**src/hdl/bmf_pkg.sv**
```systemverilog
// Shared constants, codes, types and helpers of the block-mapped flash translation controller.
package bmf_pkg;

	// Geometry: pages per block is a power of two, so the sector number splits by bit slicing
	localparam int PAGE_W        = 5;
	localparam int PAGES_PER_BLK = 1 << PAGE_W;
	localparam int NUM_BLOCKS    = 64;
	localparam int BLK_W         = (NUM_BLOCKS > 1) ? $clog2(NUM_BLOCKS) : 1;
	localparam int DATA_BLOCKS   = NUM_BLOCKS - 1;

	// Field widths
	localparam int LSN_W  = 11;
	localparam int ADDR_W = 11;
	localparam int CMD_W  = 3;
	localparam int STS_W  = 2;

	// Flash command codes
	localparam logic [CMD_W-1:0] CMD_READ    = 3'd0;
	localparam logic [CMD_W-1:0] CMD_WRITE   = 3'd1;
	localparam logic [CMD_W-1:0] CMD_COPY_RD = 3'd2;
	localparam logic [CMD_W-1:0] CMD_COPY_WR = 3'd3;
	localparam logic [CMD_W-1:0] CMD_ERASE   = 3'd4;
	localparam logic [CMD_W-1:0] CMD_NONE    = 3'd5;

	// Status codes
	localparam logic [STS_W-1:0] STS_OK       = 2'd0;
	localparam logic [STS_W-1:0] STS_UNMAPPED = 2'd1;
	localparam logic [STS_W-1:0] STS_NO_FREE  = 2'd2;

	// Controller states
	typedef enum logic [3:0] {
		S_CLEAR,
		S_IDLE,
		S_LOOKUP,
		S_SCAN,
		S_NOFREE,
		S_NEWWR,
		S_ROWRD,
		S_COPY,
		S_WRSP,
		S_ERASE
	} state_t;

	// Which result the output register loads
	typedef enum logic [2:0] {
		EM_READ,
		EM_UNMAP,
		EM_NOFREE,
		EM_WR_NEW,
		EM_WR_OLD,
		EM_COPY,
		EM_WR_SPARE,
		EM_ERASE
	} emit_t;

	// Controller to datapath
	typedef struct packed {
		logic  load;
		logic  clr_en;
		logic  row_rd;
		logic  scan_start;
		logic  scan_step;
		logic  map_new;
		logic  wr_old;
		logic  wr_spare;
		logic  copy_start;
		logic  copy_step;
		logic  commit;
		logic  emit;
		emit_t kind;
	} ctl_cmd_t;

	// Datapath to controller
	typedef struct packed {
		logic clr_done;
		logic is_write;
		logic in_range;
		logic mapped;
		logic page_wr;
		logic scan_hit;
		logic scan_end;
		logic copy_skip;
		logic copy_done;
		logic out_free;
	} dp_stat_t;

	// Physical page number of a page in a block, cut to the address field
	function automatic logic [ADDR_W-1:0] page_addr(input logic [BLK_W-1:0] blk,
			input logic [PAGE_W-1:0] pg);
		logic [BLK_W+PAGE_W-1:0] full;
		full = {blk, pg};
		return ADDR_W'(full);
	endfunction

endpackage

```
**src/hdl/bmf_req_if.sv**
```systemverilog
// Request channel: action and logical sector number under a valid/ready handshake.
interface bmf_req_if import bmf_pkg::*; ();
	logic             valid;
	logic             ready;
	logic             action;
	logic [LSN_W-1:0] lsn;

	modport source (output valid, output action, output lsn, input ready);
	modport sink (input valid, input action, input lsn, output ready);
endinterface

```
**src/hdl/bmf_cmd_if.sv**
```systemverilog
// Flash command channel: command, address, status and last under a valid/ready handshake.
interface bmf_cmd_if import bmf_pkg::*; ();
	logic              valid;
	logic              ready;
	logic [CMD_W-1:0]  command;
	logic [ADDR_W-1:0] address;
	logic [STS_W-1:0]  status;
	logic              last;

	modport source (output valid, output command, output address, output status, output last,
		input ready);
	modport sink (input valid, input command, input address, input status, input last,
		output ready);
endinterface

```
**src/hdl/bmf_ctrl.sv**
```systemverilog
// Controller state machine: sequences lookup, free-block scan, copy pass and erase.
module bmf_ctrl import bmf_pkg::*; (
	input  logic     clk,
	input  logic     arst_n,
	input  logic     req_valid,
	output logic     req_ready,
	input  dp_stat_t stat,
	output ctl_cmd_t ctl
);

	state_t state_q;
	state_t state_d;

	always_ff @(posedge clk or negedge arst_n) begin
		if (!arst_n) begin
			state_q <= S_CLEAR;
		end else begin
			state_q <= state_d;
		end
	end

	always_comb begin
		state_d = state_q;
		unique case (state_q)
			S_CLEAR: begin
				if (stat.clr_done) state_d = S_IDLE;
			end
			S_IDLE: begin
				if (req_valid) state_d = S_LOOKUP;
			end
			S_LOOKUP: begin
				if (!stat.is_write) begin
					if (stat.out_free) state_d = S_IDLE;
				end else if (stat.mapped) begin
					state_d = S_ROWRD;
				end else if (stat.in_range) begin
					state_d = S_SCAN;
				end else begin
					state_d = S_NOFREE;
				end
			end
			S_SCAN: begin
				if (stat.scan_hit) state_d = S_NEWWR;
				else if (stat.scan_end) state_d = S_NOFREE;
			end
			S_NOFREE, S_NEWWR: begin
				if (stat.out_free) state_d = S_IDLE;
			end
			S_ROWRD: begin
				if (stat.page_wr) state_d = S_COPY;
				else if (stat.out_free) state_d = S_IDLE;
			end
			S_COPY: begin
				if (stat.copy_done && (stat.copy_skip || stat.out_free)) state_d = S_WRSP;
			end
			S_WRSP: begin
				if (stat.out_free) state_d = S_ERASE;
			end
			S_ERASE: begin
				if (stat.out_free) state_d = S_IDLE;
			end
			default: begin
				state_d = S_IDLE;
			end
		endcase
	end

	always_comb begin
		ctl       = '0;
		ctl.kind  = EM_READ;
		req_ready = (state_q == S_IDLE);
		unique case (state_q)
			S_CLEAR: begin
				ctl.clr_en = 1'b1;
			end
			S_IDLE: begin
				ctl.load = req_valid;
			end
			S_LOOKUP: begin
				if (!stat.is_write) begin
					ctl.emit = stat.out_free;
					ctl.kind = stat.mapped ? EM_READ : EM_UNMAP;
				end else if (stat.mapped) begin
					ctl.row_rd = 1'b1;
				end else if (stat.in_range) begin
					ctl.scan_start = 1'b1;
				end
			end
			S_SCAN: begin
				ctl.scan_step = !stat.scan_hit && !stat.scan_end;
			end
			S_NOFREE: begin
				ctl.emit = stat.out_free;
				ctl.kind = EM_NOFREE;
			end
			S_NEWWR: begin
				ctl.emit    = stat.out_free;
				ctl.kind    = EM_WR_NEW;
				ctl.map_new = stat.out_free;
			end
			S_ROWRD: begin
				if (stat.page_wr) begin
					ctl.wr_spare   = 1'b1;
					ctl.copy_start = 1'b1;
				end else begin
					ctl.emit   = stat.out_free;
					ctl.kind   = EM_WR_OLD;
					ctl.wr_old = stat.out_free;
				end
			end
			S_COPY: begin
				// skip the target page; otherwise move on only when a result goes out
				ctl.kind      = EM_COPY;
				ctl.emit      = !stat.copy_skip && stat.out_free;
				ctl.copy_step = stat.copy_skip || stat.out_free;
			end
			S_WRSP: begin
				ctl.emit = stat.out_free;
				ctl.kind = EM_WR_SPARE;
			end
			S_ERASE: begin
				ctl.emit   = stat.out_free;
				ctl.kind   = EM_ERASE;
				ctl.commit = stat.out_free;
			end
			default: begin
				ctl = '0;
			end
		endcase
	end

endmodule

```
**src/hdl/bmf_dpath.sv**
```systemverilog
// Datapath: block map, valid and used bits, written-page rows, counters and output register.
module bmf_dpath import bmf_pkg::*; (
	input  logic              clk,
	input  logic              arst_n,
	input  ctl_cmd_t          ctl,
	output dp_stat_t          stat,
	input  logic              req_action,
	input  logic [LSN_W-1:0]  req_lsn,
	output logic              out_valid,
	input  logic              out_ready,
	output logic [CMD_W-1:0]  out_command,
	output logic [ADDR_W-1:0] out_address,
	output logic [STS_W-1:0]  out_status,
	output logic              out_last
);

	// Request registers
	logic             action_q;
	logic [LSN_W-1:0] lsn_q;

	// Mapping state
	logic [BLK_W-1:0]       bmap_mem [DATA_BLOCKS];
	logic [BLK_W-1:0]       bmap_rd_q;
	logic [DATA_BLOCKS-1:0] map_valid_q;
	logic [NUM_BLOCKS-1:0]  used_q;
	logic [BLK_W-1:0]       spare_q;
	logic [NUM_BLOCKS-1:0]  used_set;
	logic [NUM_BLOCKS-1:0]  used_clr;

	// Written bits, one row per physical block
	logic [PAGES_PER_BLK-1:0] row_mem [NUM_BLOCKS];
	logic [PAGES_PER_BLK-1:0] row_q;
	logic [PAGES_PER_BLK-1:0] row_wdata;
	logic [BLK_W-1:0]         row_waddr;
	logic                     row_we;

	// Counters
	logic [BLK_W-1:0]  clr_q;
	logic [BLK_W-1:0]  scan_q;
	logic [PAGE_W-1:0] pg_q;
	logic              ph_q;

	// Output register
	logic              out_valid_q;
	logic [CMD_W-1:0]  cmd_q;
	logic [ADDR_W-1:0] addr_q;
	logic [STS_W-1:0]  sts_q;
	logic              last_q;
	logic [CMD_W-1:0]  cmd_d;
	logic [ADDR_W-1:0] addr_d;
	logic [STS_W-1:0]  sts_d;
	logic              last_d;

	// Decoded request
	logic [LSN_W-1:0]         lbn_full;
	logic [LSN_W-1:0]         in_lbn_full;
	logic [BLK_W-1:0]         idx;
	logic [BLK_W-1:0]         in_idx;
	logic                     in_range;
	logic                     in_rng_in;
	logic [PAGE_W-1:0]        off;
	logic [PAGES_PER_BLK-1:0] page_bit;

	assign lbn_full    = lsn_q >> PAGE_W;
	assign in_lbn_full = req_lsn >> PAGE_W;
	assign idx         = lbn_full[BLK_W-1:0];
	assign in_idx      = in_lbn_full[BLK_W-1:0];
	assign in_range    = lbn_full < LSN_W'(DATA_BLOCKS);
	assign in_rng_in   = in_lbn_full < LSN_W'(DATA_BLOCKS);
	assign off         = lsn_q[PAGE_W-1:0];

	// The spare becomes used and the old block is released on commit
	assign used_set = NUM_BLOCKS'(1) << spare_q;
	assign used_clr = NUM_BLOCKS'(1) << bmap_rd_q;

	always_comb begin
		page_bit      = '0;
		page_bit[off] = 1'b1;
	end

	// Request capture and block map
	always_ff @(posedge clk) begin
		if (ctl.load) begin
			action_q <= req_action;
			lsn_q    <= req_lsn;
		end
		if (ctl.load && in_rng_in) begin
			bmap_rd_q <= bmap_mem[in_idx];
		end
		if (ctl.map_new) begin
			bmap_mem[idx] <= scan_q;
		end else if (ctl.commit) begin
			bmap_mem[idx] <= spare_q;
		end
	end

	// Control state: valid and used bits, spare, counters, output valid
	always_ff @(posedge clk or negedge arst_n) begin
		if (!arst_n) begin
			map_valid_q <= '0;
			used_q      <= '0;
			spare_q     <= BLK_W'(NUM_BLOCKS - 1);
			clr_q       <= '0;
			scan_q      <= '0;
			pg_q        <= '0;
			ph_q        <= 1'b0;
			out_valid_q <= 1'b0;
		end else begin
			if (ctl.clr_en) clr_q <= clr_q + 1'b1;
			if (ctl.scan_start) scan_q <= '0;
			else if (ctl.scan_step) scan_q <= scan_q + 1'b1;
			if (ctl.copy_start) begin
				pg_q <= '0;
				ph_q <= 1'b0;
			end else if (ctl.copy_step) begin
				if (stat.copy_skip || ph_q) begin
					pg_q <= pg_q + 1'b1;
					ph_q <= 1'b0;
				end else begin
					ph_q <= 1'b1;
				end
			end
			if (ctl.map_new) begin
				map_valid_q[idx] <= 1'b1;
				used_q[scan_q]   <= 1'b1;
			end else if (ctl.commit) begin
				used_q  <= (used_q | used_set) & ~used_clr;
				spare_q <= bmap_rd_q;
			end
			if (ctl.emit) out_valid_q <= 1'b1;
			else if (out_ready) out_valid_q <= 1'b0;
		end
	end

	// Row write port
	always_comb begin
		row_we    = 1'b1;
		row_waddr = clr_q;
		row_wdata = '0;
		priority if (ctl.clr_en) begin
			row_waddr = clr_q;
			row_wdata = '0;
		end else if (ctl.map_new) begin
			row_waddr = scan_q;
			row_wdata = page_bit;
		end else if (ctl.wr_old) begin
			row_waddr = bmap_rd_q;
			row_wdata = row_q | page_bit;
		end else if (ctl.wr_spare) begin
			row_waddr = spare_q;
			row_wdata = row_q | page_bit;
		end else if (ctl.commit) begin
			row_waddr = bmap_rd_q;
			row_wdata = '0;
		end else begin
			row_we = 1'b0;
		end
	end

	always_ff @(posedge clk) begin
		if (row_we) row_mem[row_waddr] <= row_wdata;
		if (ctl.row_rd) row_q <= row_mem[bmap_rd_q];
	end

	// Result payload
	always_comb begin
		unique case (ctl.kind)
			EM_READ: begin
				cmd_d = CMD_READ;  addr_d = page_addr(bmap_rd_q, off);
				sts_d = STS_OK;    last_d = 1'b1;
			end
			EM_UNMAP: begin
				cmd_d = CMD_NONE;  addr_d = '0;
				sts_d = STS_UNMAPPED; last_d = 1'b1;
			end
			EM_NOFREE: begin
				cmd_d = CMD_NONE;  addr_d = '0;
				sts_d = STS_NO_FREE; last_d = 1'b1;
			end
			EM_WR_NEW: begin
				cmd_d = CMD_WRITE; addr_d = page_addr(scan_q, off);
				sts_d = STS_OK;    last_d = 1'b1;
			end
			EM_WR_OLD: begin
				cmd_d = CMD_WRITE; addr_d = page_addr(bmap_rd_q, off);
				sts_d = STS_OK;    last_d = 1'b1;
			end
			EM_COPY: begin
				cmd_d  = ph_q ? CMD_COPY_WR : CMD_COPY_RD;
				addr_d = ph_q ? page_addr(spare_q, pg_q) : page_addr(bmap_rd_q, pg_q);
				sts_d  = STS_OK;
				last_d = 1'b0;
			end
			EM_WR_SPARE: begin
				cmd_d = CMD_WRITE; addr_d = page_addr(spare_q, off);
				sts_d = STS_OK;    last_d = 1'b0;
			end
			EM_ERASE: begin
				cmd_d = CMD_ERASE; addr_d = ADDR_W'(bmap_rd_q);
				sts_d = STS_OK;    last_d = 1'b1;
			end
			default: begin
				cmd_d = CMD_NONE;  addr_d = '0;
				sts_d = STS_OK;    last_d = 1'b1;
			end
		endcase
	end

	always_ff @(posedge clk) begin
		if (ctl.emit) begin
			cmd_q  <= cmd_d;
			addr_q <= addr_d;
			sts_q  <= sts_d;
			last_q <= last_d;
		end
	end

	assign out_valid   = out_valid_q;
	assign out_command = cmd_q;
	assign out_address = addr_q;
	assign out_status  = sts_q;
	assign out_last    = last_q;

	// Status to the controller
	always_comb begin
		stat.clr_done  = (clr_q == BLK_W'(NUM_BLOCKS - 1));
		stat.is_write  = action_q;
		stat.in_range  = in_range;
		stat.mapped    = in_range && map_valid_q[idx];
		stat.page_wr   = row_q[off];
		stat.scan_hit  = !used_q[scan_q] && (scan_q != spare_q);
		stat.scan_end  = (scan_q == BLK_W'(NUM_BLOCKS - 1));
		stat.copy_skip = (pg_q == off);
		stat.copy_done = (pg_q == PAGE_W'(PAGES_PER_BLK - 1)) && ((pg_q == off) || ph_q);
		stat.out_free  = !out_valid_q || out_ready;
	end

endmodule

```
**src/hdl/block_mapped_ftl_controller_top.sv**
```systemverilog
// Top level of the block-mapped flash translation controller: request in, flash commands out.
//
//  channel  dir  handshake      payload
//  req      in   valid/ready    action, lsn
//  cmd      out  valid/ready    command, address, status, last
//
// A read goes through the lookup state to the output register. A write to a free page of a mapped
// block also reads the block's written-page row; a first write to a block adds the free-block scan,
// one block per cycle. An overwrite emits 2*PAGES_PER_BLK results, one per cycle at most, through the
// copy sequencer and the single output register.
// After reset the written-page rows are cleared one row a cycle, with req held off.
// A stalled cmd holds the sequencer; the next req is taken once the last result is in the register.
module block_mapped_ftl_controller_top import bmf_pkg::*; (
	input logic       clk,
	input logic       arst_n,
	bmf_req_if.sink   req,
	bmf_cmd_if.source cmd
);

	ctl_cmd_t ctl;
	dp_stat_t stat;

	// Sequence the request: lookup, scan, copy pass, erase
	bmf_ctrl u_ctrl (
		.clk       (clk),
		.arst_n    (arst_n),
		.req_valid (req.valid),
		.req_ready (req.ready),
		.stat      (stat),
		.ctl       (ctl)
	);

	// Hold the mapping state and drive the result register
	bmf_dpath u_dpath (
		.clk         (clk),
		.arst_n      (arst_n),
		.ctl         (ctl),
		.stat        (stat),
		.req_action  (req.action),
		.req_lsn     (req.lsn),
		.out_valid   (cmd.valid),
		.out_ready   (cmd.ready),
		.out_command (cmd.command),
		.out_address (cmd.address),
		.out_status  (cmd.status),
		.out_last    (cmd.last)
	);

	// Drop ready straight after an item is taken
	assert property (@(posedge clk) disable iff (!arst_n)
		(req.valid && req.ready) |=> !req.ready)
	else $error("request taken while the previous one is in progress");

	// Never load the result register over an item not yet taken
	assert property (@(posedge clk) disable iff (!arst_n)
		ctl.emit |-> (!cmd.valid || cmd.ready))
	else $error("result overwritten before it was taken");

	// Refusals carry no command and end the request
	assert property (@(posedge clk) disable iff (!arst_n)
		(cmd.valid && cmd.status != STS_OK) |-> (cmd.command == CMD_NONE && cmd.last))
	else $error("error status on a real command or not last");

	// The erase closes an overwrite
	assert property (@(posedge clk) disable iff (!arst_n)
		(cmd.valid && cmd.command == CMD_ERASE) |-> cmd.last)
	else $error("erase not marked last");

endmodule

```
**src/flat_wrapper.sv**
```systemverilog
// flat-port wrapper written by rule: the top's interface ports become plain ports
module block_mapped_ftl_controller_top_flat import bmf_pkg::*;
  (clk, arst_n, req_valid, req_action, req_lsn, req_ready, cmd_valid, cmd_command, cmd_address, cmd_status, cmd_last, cmd_ready);
  bmf_req_if req_i ();
  bmf_cmd_if cmd_i ();
  input logic clk;
  input logic arst_n;
  input wire logic [$bits(req_i.valid)-1:0] req_valid;
  input wire logic [$bits(req_i.action)-1:0] req_action;
  input wire logic [$bits(req_i.lsn)-1:0] req_lsn;
  output wire logic [$bits(req_i.ready)-1:0] req_ready;
  output wire logic [$bits(cmd_i.valid)-1:0] cmd_valid;
  output wire logic [$bits(cmd_i.command)-1:0] cmd_command;
  output wire logic [$bits(cmd_i.address)-1:0] cmd_address;
  output wire logic [$bits(cmd_i.status)-1:0] cmd_status;
  output wire logic [$bits(cmd_i.last)-1:0] cmd_last;
  input wire logic [$bits(cmd_i.ready)-1:0] cmd_ready;
  assign req_i.valid = req_valid;
  assign req_i.action = req_action;
  assign req_i.lsn = req_lsn;
  assign req_ready = req_i.ready;
  assign cmd_valid = cmd_i.valid;
  assign cmd_command = cmd_i.command;
  assign cmd_address = cmd_i.address;
  assign cmd_status = cmd_i.status;
  assign cmd_last = cmd_i.last;
  assign cmd_i.ready = cmd_ready;
  block_mapped_ftl_controller_top u_core (.clk(clk), .arst_n(arst_n), .req(req_i), .cmd(cmd_i));
endmodule
```
**config.mk**
```make
export PLATFORM = sky130hd
export DESIGN_NAME = block_mapped_ftl_controller_top_flat
export DESIGN_NICKNAME = d
export VERILOG_FILES = /design/src/hdl/bmf_pkg.sv /design/src/hdl/bmf_req_if.sv /design/src/hdl/bmf_cmd_if.sv /design/src/hdl/bmf_ctrl.sv /design/src/hdl/bmf_dpath.sv /design/src/hdl/block_mapped_ftl_controller_top.sv /design/src/flat_wrapper.sv
export SDC_FILE = /design/constraint.sdc
export NUM_CORES = 2
export LEC_CHECK = 0
export BUFFER_PORTS_ARGS = -buffer_cell sky130_fd_sc_hd__buf_4
export CORE_UTILIZATION = 30
export DETAILED_ROUTE_END_ITERATION = 8
export PLACE_DENSITY = 0.51
export SKIP_LAST_GASP = 1
export SYNTH_ARGS = -nofsm -noshare
export SYNTH_HDL_FRONTEND = slang
export SYNTH_SLANG_ARGS = --single-unit
```
**constraint.sdc**
```tcl
create_clock -name clk -period 9.7 [get_ports clk]
set_input_delay 0.97 -clock clk [delete_from_list [all_inputs] [get_ports clk]]
set_output_delay 0.97 -clock clk [all_outputs]
set_load 0.02 [all_outputs]
```
==> results.md <==
* Outcome: complete, no violations
* VDD IR max at 0.0001154 V
* Fin. max-slew vios at 0
* Area Overhead vs Synth at 14.98%
* Synthesized Nets at 4797
* Cell area after synthesis at about 100000 sq um
* Slew headroom at 0.1637
* Die height at 592.4 microns
* Worst EP arrival at 6.42 ns
* Num CTS Buffers at about 290
* Gr ovfl total at 0
* Pwr Density at 189.4 nW/um^2
* Kind of critical path: flip-flop to flip-flop
* Area occupied by multi-input gates at 25320 sq um
* Critical path's top delay family: simple AND/OR/NAND/NOR gates
* DRC Markers at 0
* Worst setup SP type: flip-flop
* Vias in the first global route at 51833
* Setup bufs post-CTS at 0
* Detail Placement HPWL at 161100 microns
* Register area share after synthesis at 0.7533
* Mean Syn Cell Area at 21.89 sq um
* Die Width at between 500 and 600 microns
* Initial Util at 0.3018
* Commonest cells after routing, fill and taps aside: edfxtp_1 (2493), mux4_2 (800), clkbuf_16 (296), buf_4 (174), dfrtp_1 (149)
* Post-route ant nets at 0
* CTS tree: yes
* Layout cell share with drive strength beyond 1 at 0.2926
* Post-synthesis xor/xnor area fraction at 0.001675
* Fin crit period at 5.945 ns
* Top_reg_cell synth: edfxtp_1
* Achievable Freq at roughly 170 MHz
* Area after DPL at 111400 sq um
* Cell mode on critical path: nand3_1
* Fin area at between 100000 and 150000 sq um
* Global Route Usage Sum at 0.1565
* First-pass GRT wire length at 393500 microns
* Post-synth EDFFs at 2493
* Number of synthesized register bits at about 2600
* Max_cap viols at 0
* Final period util at 0.6129
* Drt first pass iters at 6
* Boundary Pins at 35
* HP Class: input pin to async pin
* Initial antenna violation count at 22
* # H-tree levels at 5
* Synth warn at 0
* Total power at 22.77 mW
* CTS root buf: clkbuf_16
* Largest family of logic cells by synthesized area: multiplexers
* Largest net degree at the start of global routing at roughly 130
* Synth cell types at 81
* Complex-gate fraction of the synthesized area at 0.03020
* Fill count at 32075
* Total Die Area at 351000 sq um
* Asr flop ratio synth at 0.05889
* Number of gates resized after cts at 0
* Placer Congestion at 0.8568
* Simple-gate area share of the yosys netlist at 0.02590
* Critical-path cell list: nor4bb_1, and2_1, nand2_1, nand3_1, a21oi_1, a2111oi_4, nand3_1, nor3_2, buf_4
* Clk buf depth at 4
* Cells after synthesis at 4777
* Via Count at between 50000 and 60000
* Clock sink count at around 2600
* Hold buffer count at cts at 0
* Mux cell area share after synthesis at 0.1771
* Final hold vios at 0
* Register Area at between 70000 and 80000 sq um
* Buf/Inv on CP at 1
* RSZ-0062 raised after global routing: false
* Most common cell after layout, fill and taps aside: edfxtp_1
* PortBufs at 34
* Final setup viols at 0
* Worst EP required at ~10 ns
* Clock Pin Slew Worst Setup and Hold Paths at 0.07 ns
* Fin util at 0.3470
* TNS Setup at 0 ns
* Routed wire length at 276800 microns
* Critical Path Max Stage Delay at between 1 and 1.5 ns
* Worst Tran Pin Value at 1.251 ns
* Crit. End Element: flip-flop
* Initial DRC Count at 5098
* Pleak at 31.84 nW
* Area of the core at 346500 sq um
* Critical-path maximum fanout at 32
* Site row count at ~220
* NumNets Final at 4984
* Clock Skew at about 0.074 ns
* Synth Area in Adders at 0.0004786
* WL/cell at 28.34 microns
* Clock insertion delay at the later pin of the skew report at 0.89 ns
* Worst path slowest cell: nor4bb_1
* Drt via density at 5.129
## stage by stage
step                hold WS [ns]  instances  setup WS [ns]
finish                    0.1089       9768          3.755
detailed placement        0.4544       9252          3.894
CTS                       0.1466       9755          3.930
global placement          0.4527       9252          3.926
global route              0.2146       9763          3.502
floorplan                 0.4344       4777          4.141
## worst register-to-register path, delay by kind of cell, from the launching register on
family | cells | cell delay (ns)
AOI/OAI and AO/OA | 2 | 0.72
buffers and inverters | 1 | 0.58
DFF | 1 | 0.74
and+or+nand+nor | 6 | 3.45
## worst paths after layout
kind                       slack [ns]                                         end  depth (start not counted)                                  startpoint
max                              3.75     u_core.u_dpath.row_mem[19][3]$_DFFE_PP_                          9        u_core.u_ctrl.state_q[0]$_DFFE_PN0P_
min in group clk                 0.34           u_core.u_dpath.action_q$_DFFE_PP_                          1                                  req_action
min                              0.11       u_core.u_dpath.used_q[25]$_DFFE_PN0P_                          1                                      arst_n
max reg2reg                      3.75     u_core.u_dpath.row_mem[19][3]$_DFFE_PP_                          9        u_core.u_ctrl.state_q[0]$_DFFE_PN0P_
max in group asynchronous        8.10        u_core.u_ctrl.state_q[3]$_DFFE_PN0P_                          2                                      arst_n
min reg2reg                      0.47  u_core.u_dpath.map_valid_q[25]$_DFFE_PN0P_                          1  u_core.u_dpath.map_valid_q[25]$_DFFE_PN0P_
## sequential cells by signal, summed over array words and instances, names as in the netlist, 2 cells and up
register and count:
u_core.u_dpath.pg_q 5, u_core.u_ctrl.state_q 4, u_core.u_dpath.lsn_q 11, u_core.u_dpath.bmap_mem 378, u_core.u_dpath.row_q 32, u_core.u_dpath.spare_q 6, u_core.u_dpath.row_mem 2048, u_core.u_dpath.out_command 3
u_core.u_dpath.bmap_rd_q 6, u_core.u_dpath.out_status 2, u_core.u_dpath.used_q 64, u_core.u_dpath.scan_q 6, u_core.u_dpath.map_valid_q 63, u_core.u_dpath.out_address 11, u_core.u_dpath.clr_q 6
## cell usage after synthesis (30+ instances only)
library cell  number  share of area
edfxtp_1        2493           0.72
mux4_2           800           0.17
clkbuf_1         203         0.0073
nor2_1           177         0.0064
dfrtp_1          150          0.036
nand2_1          116         0.0042
buf_1             71         0.0025
o22ai_1           68         0.0041
o21bai_1          66         0.0047
a22oi_1           60         0.0043
o22a_1            59         0.0049
nand3_1           47         0.0022
mux2i_1           39         0.0037
nor3_1            38         0.0018
a21oi_1           33         0.0016
o21ai_0           33         0.0016
nor3_2            30         0.0029
## kinds of logic after synthesis
group	Yosys count
simple gates	527
compound gates	420
buf+inv	308
xor+xnor	20
mux	849
flops	2649
fa+ha+maj	4
## metal layers
metal / global-route usage / vias up / wire length (microns)
met5: 0 / - / 0
met4: 0.04370 / 0 / 7384
met3: 0.02815 / 405 / 16690
met2: 0.2647 / 1659 / 138100
met1: 0.2064 / 27287 / 114600
li1: - / 20747 / -
## power by group
part           total [mW]  internal [mW]         switching [mW]
Clock                10.4           5.97                   4.41
Combinational      0.0773         0.0255                 0.0518
Sequential           12.3           12.3  0.0000000000000000141
## layout make-up
type / instances / share of cell area
repair buffers: 186 / 0.01272
diodes: 13 / 0.0002706
multi-input cells: 1820 / 0.2106
flip-flops and latches: 2649 / 0.6551
clock buffers: 353 / 0.06347
inverters: 19 / 0.0005931
clock inverters: 150 / 0.009563
well taps: 4578 / 0.04764
(Power assumes the default switching activity.)
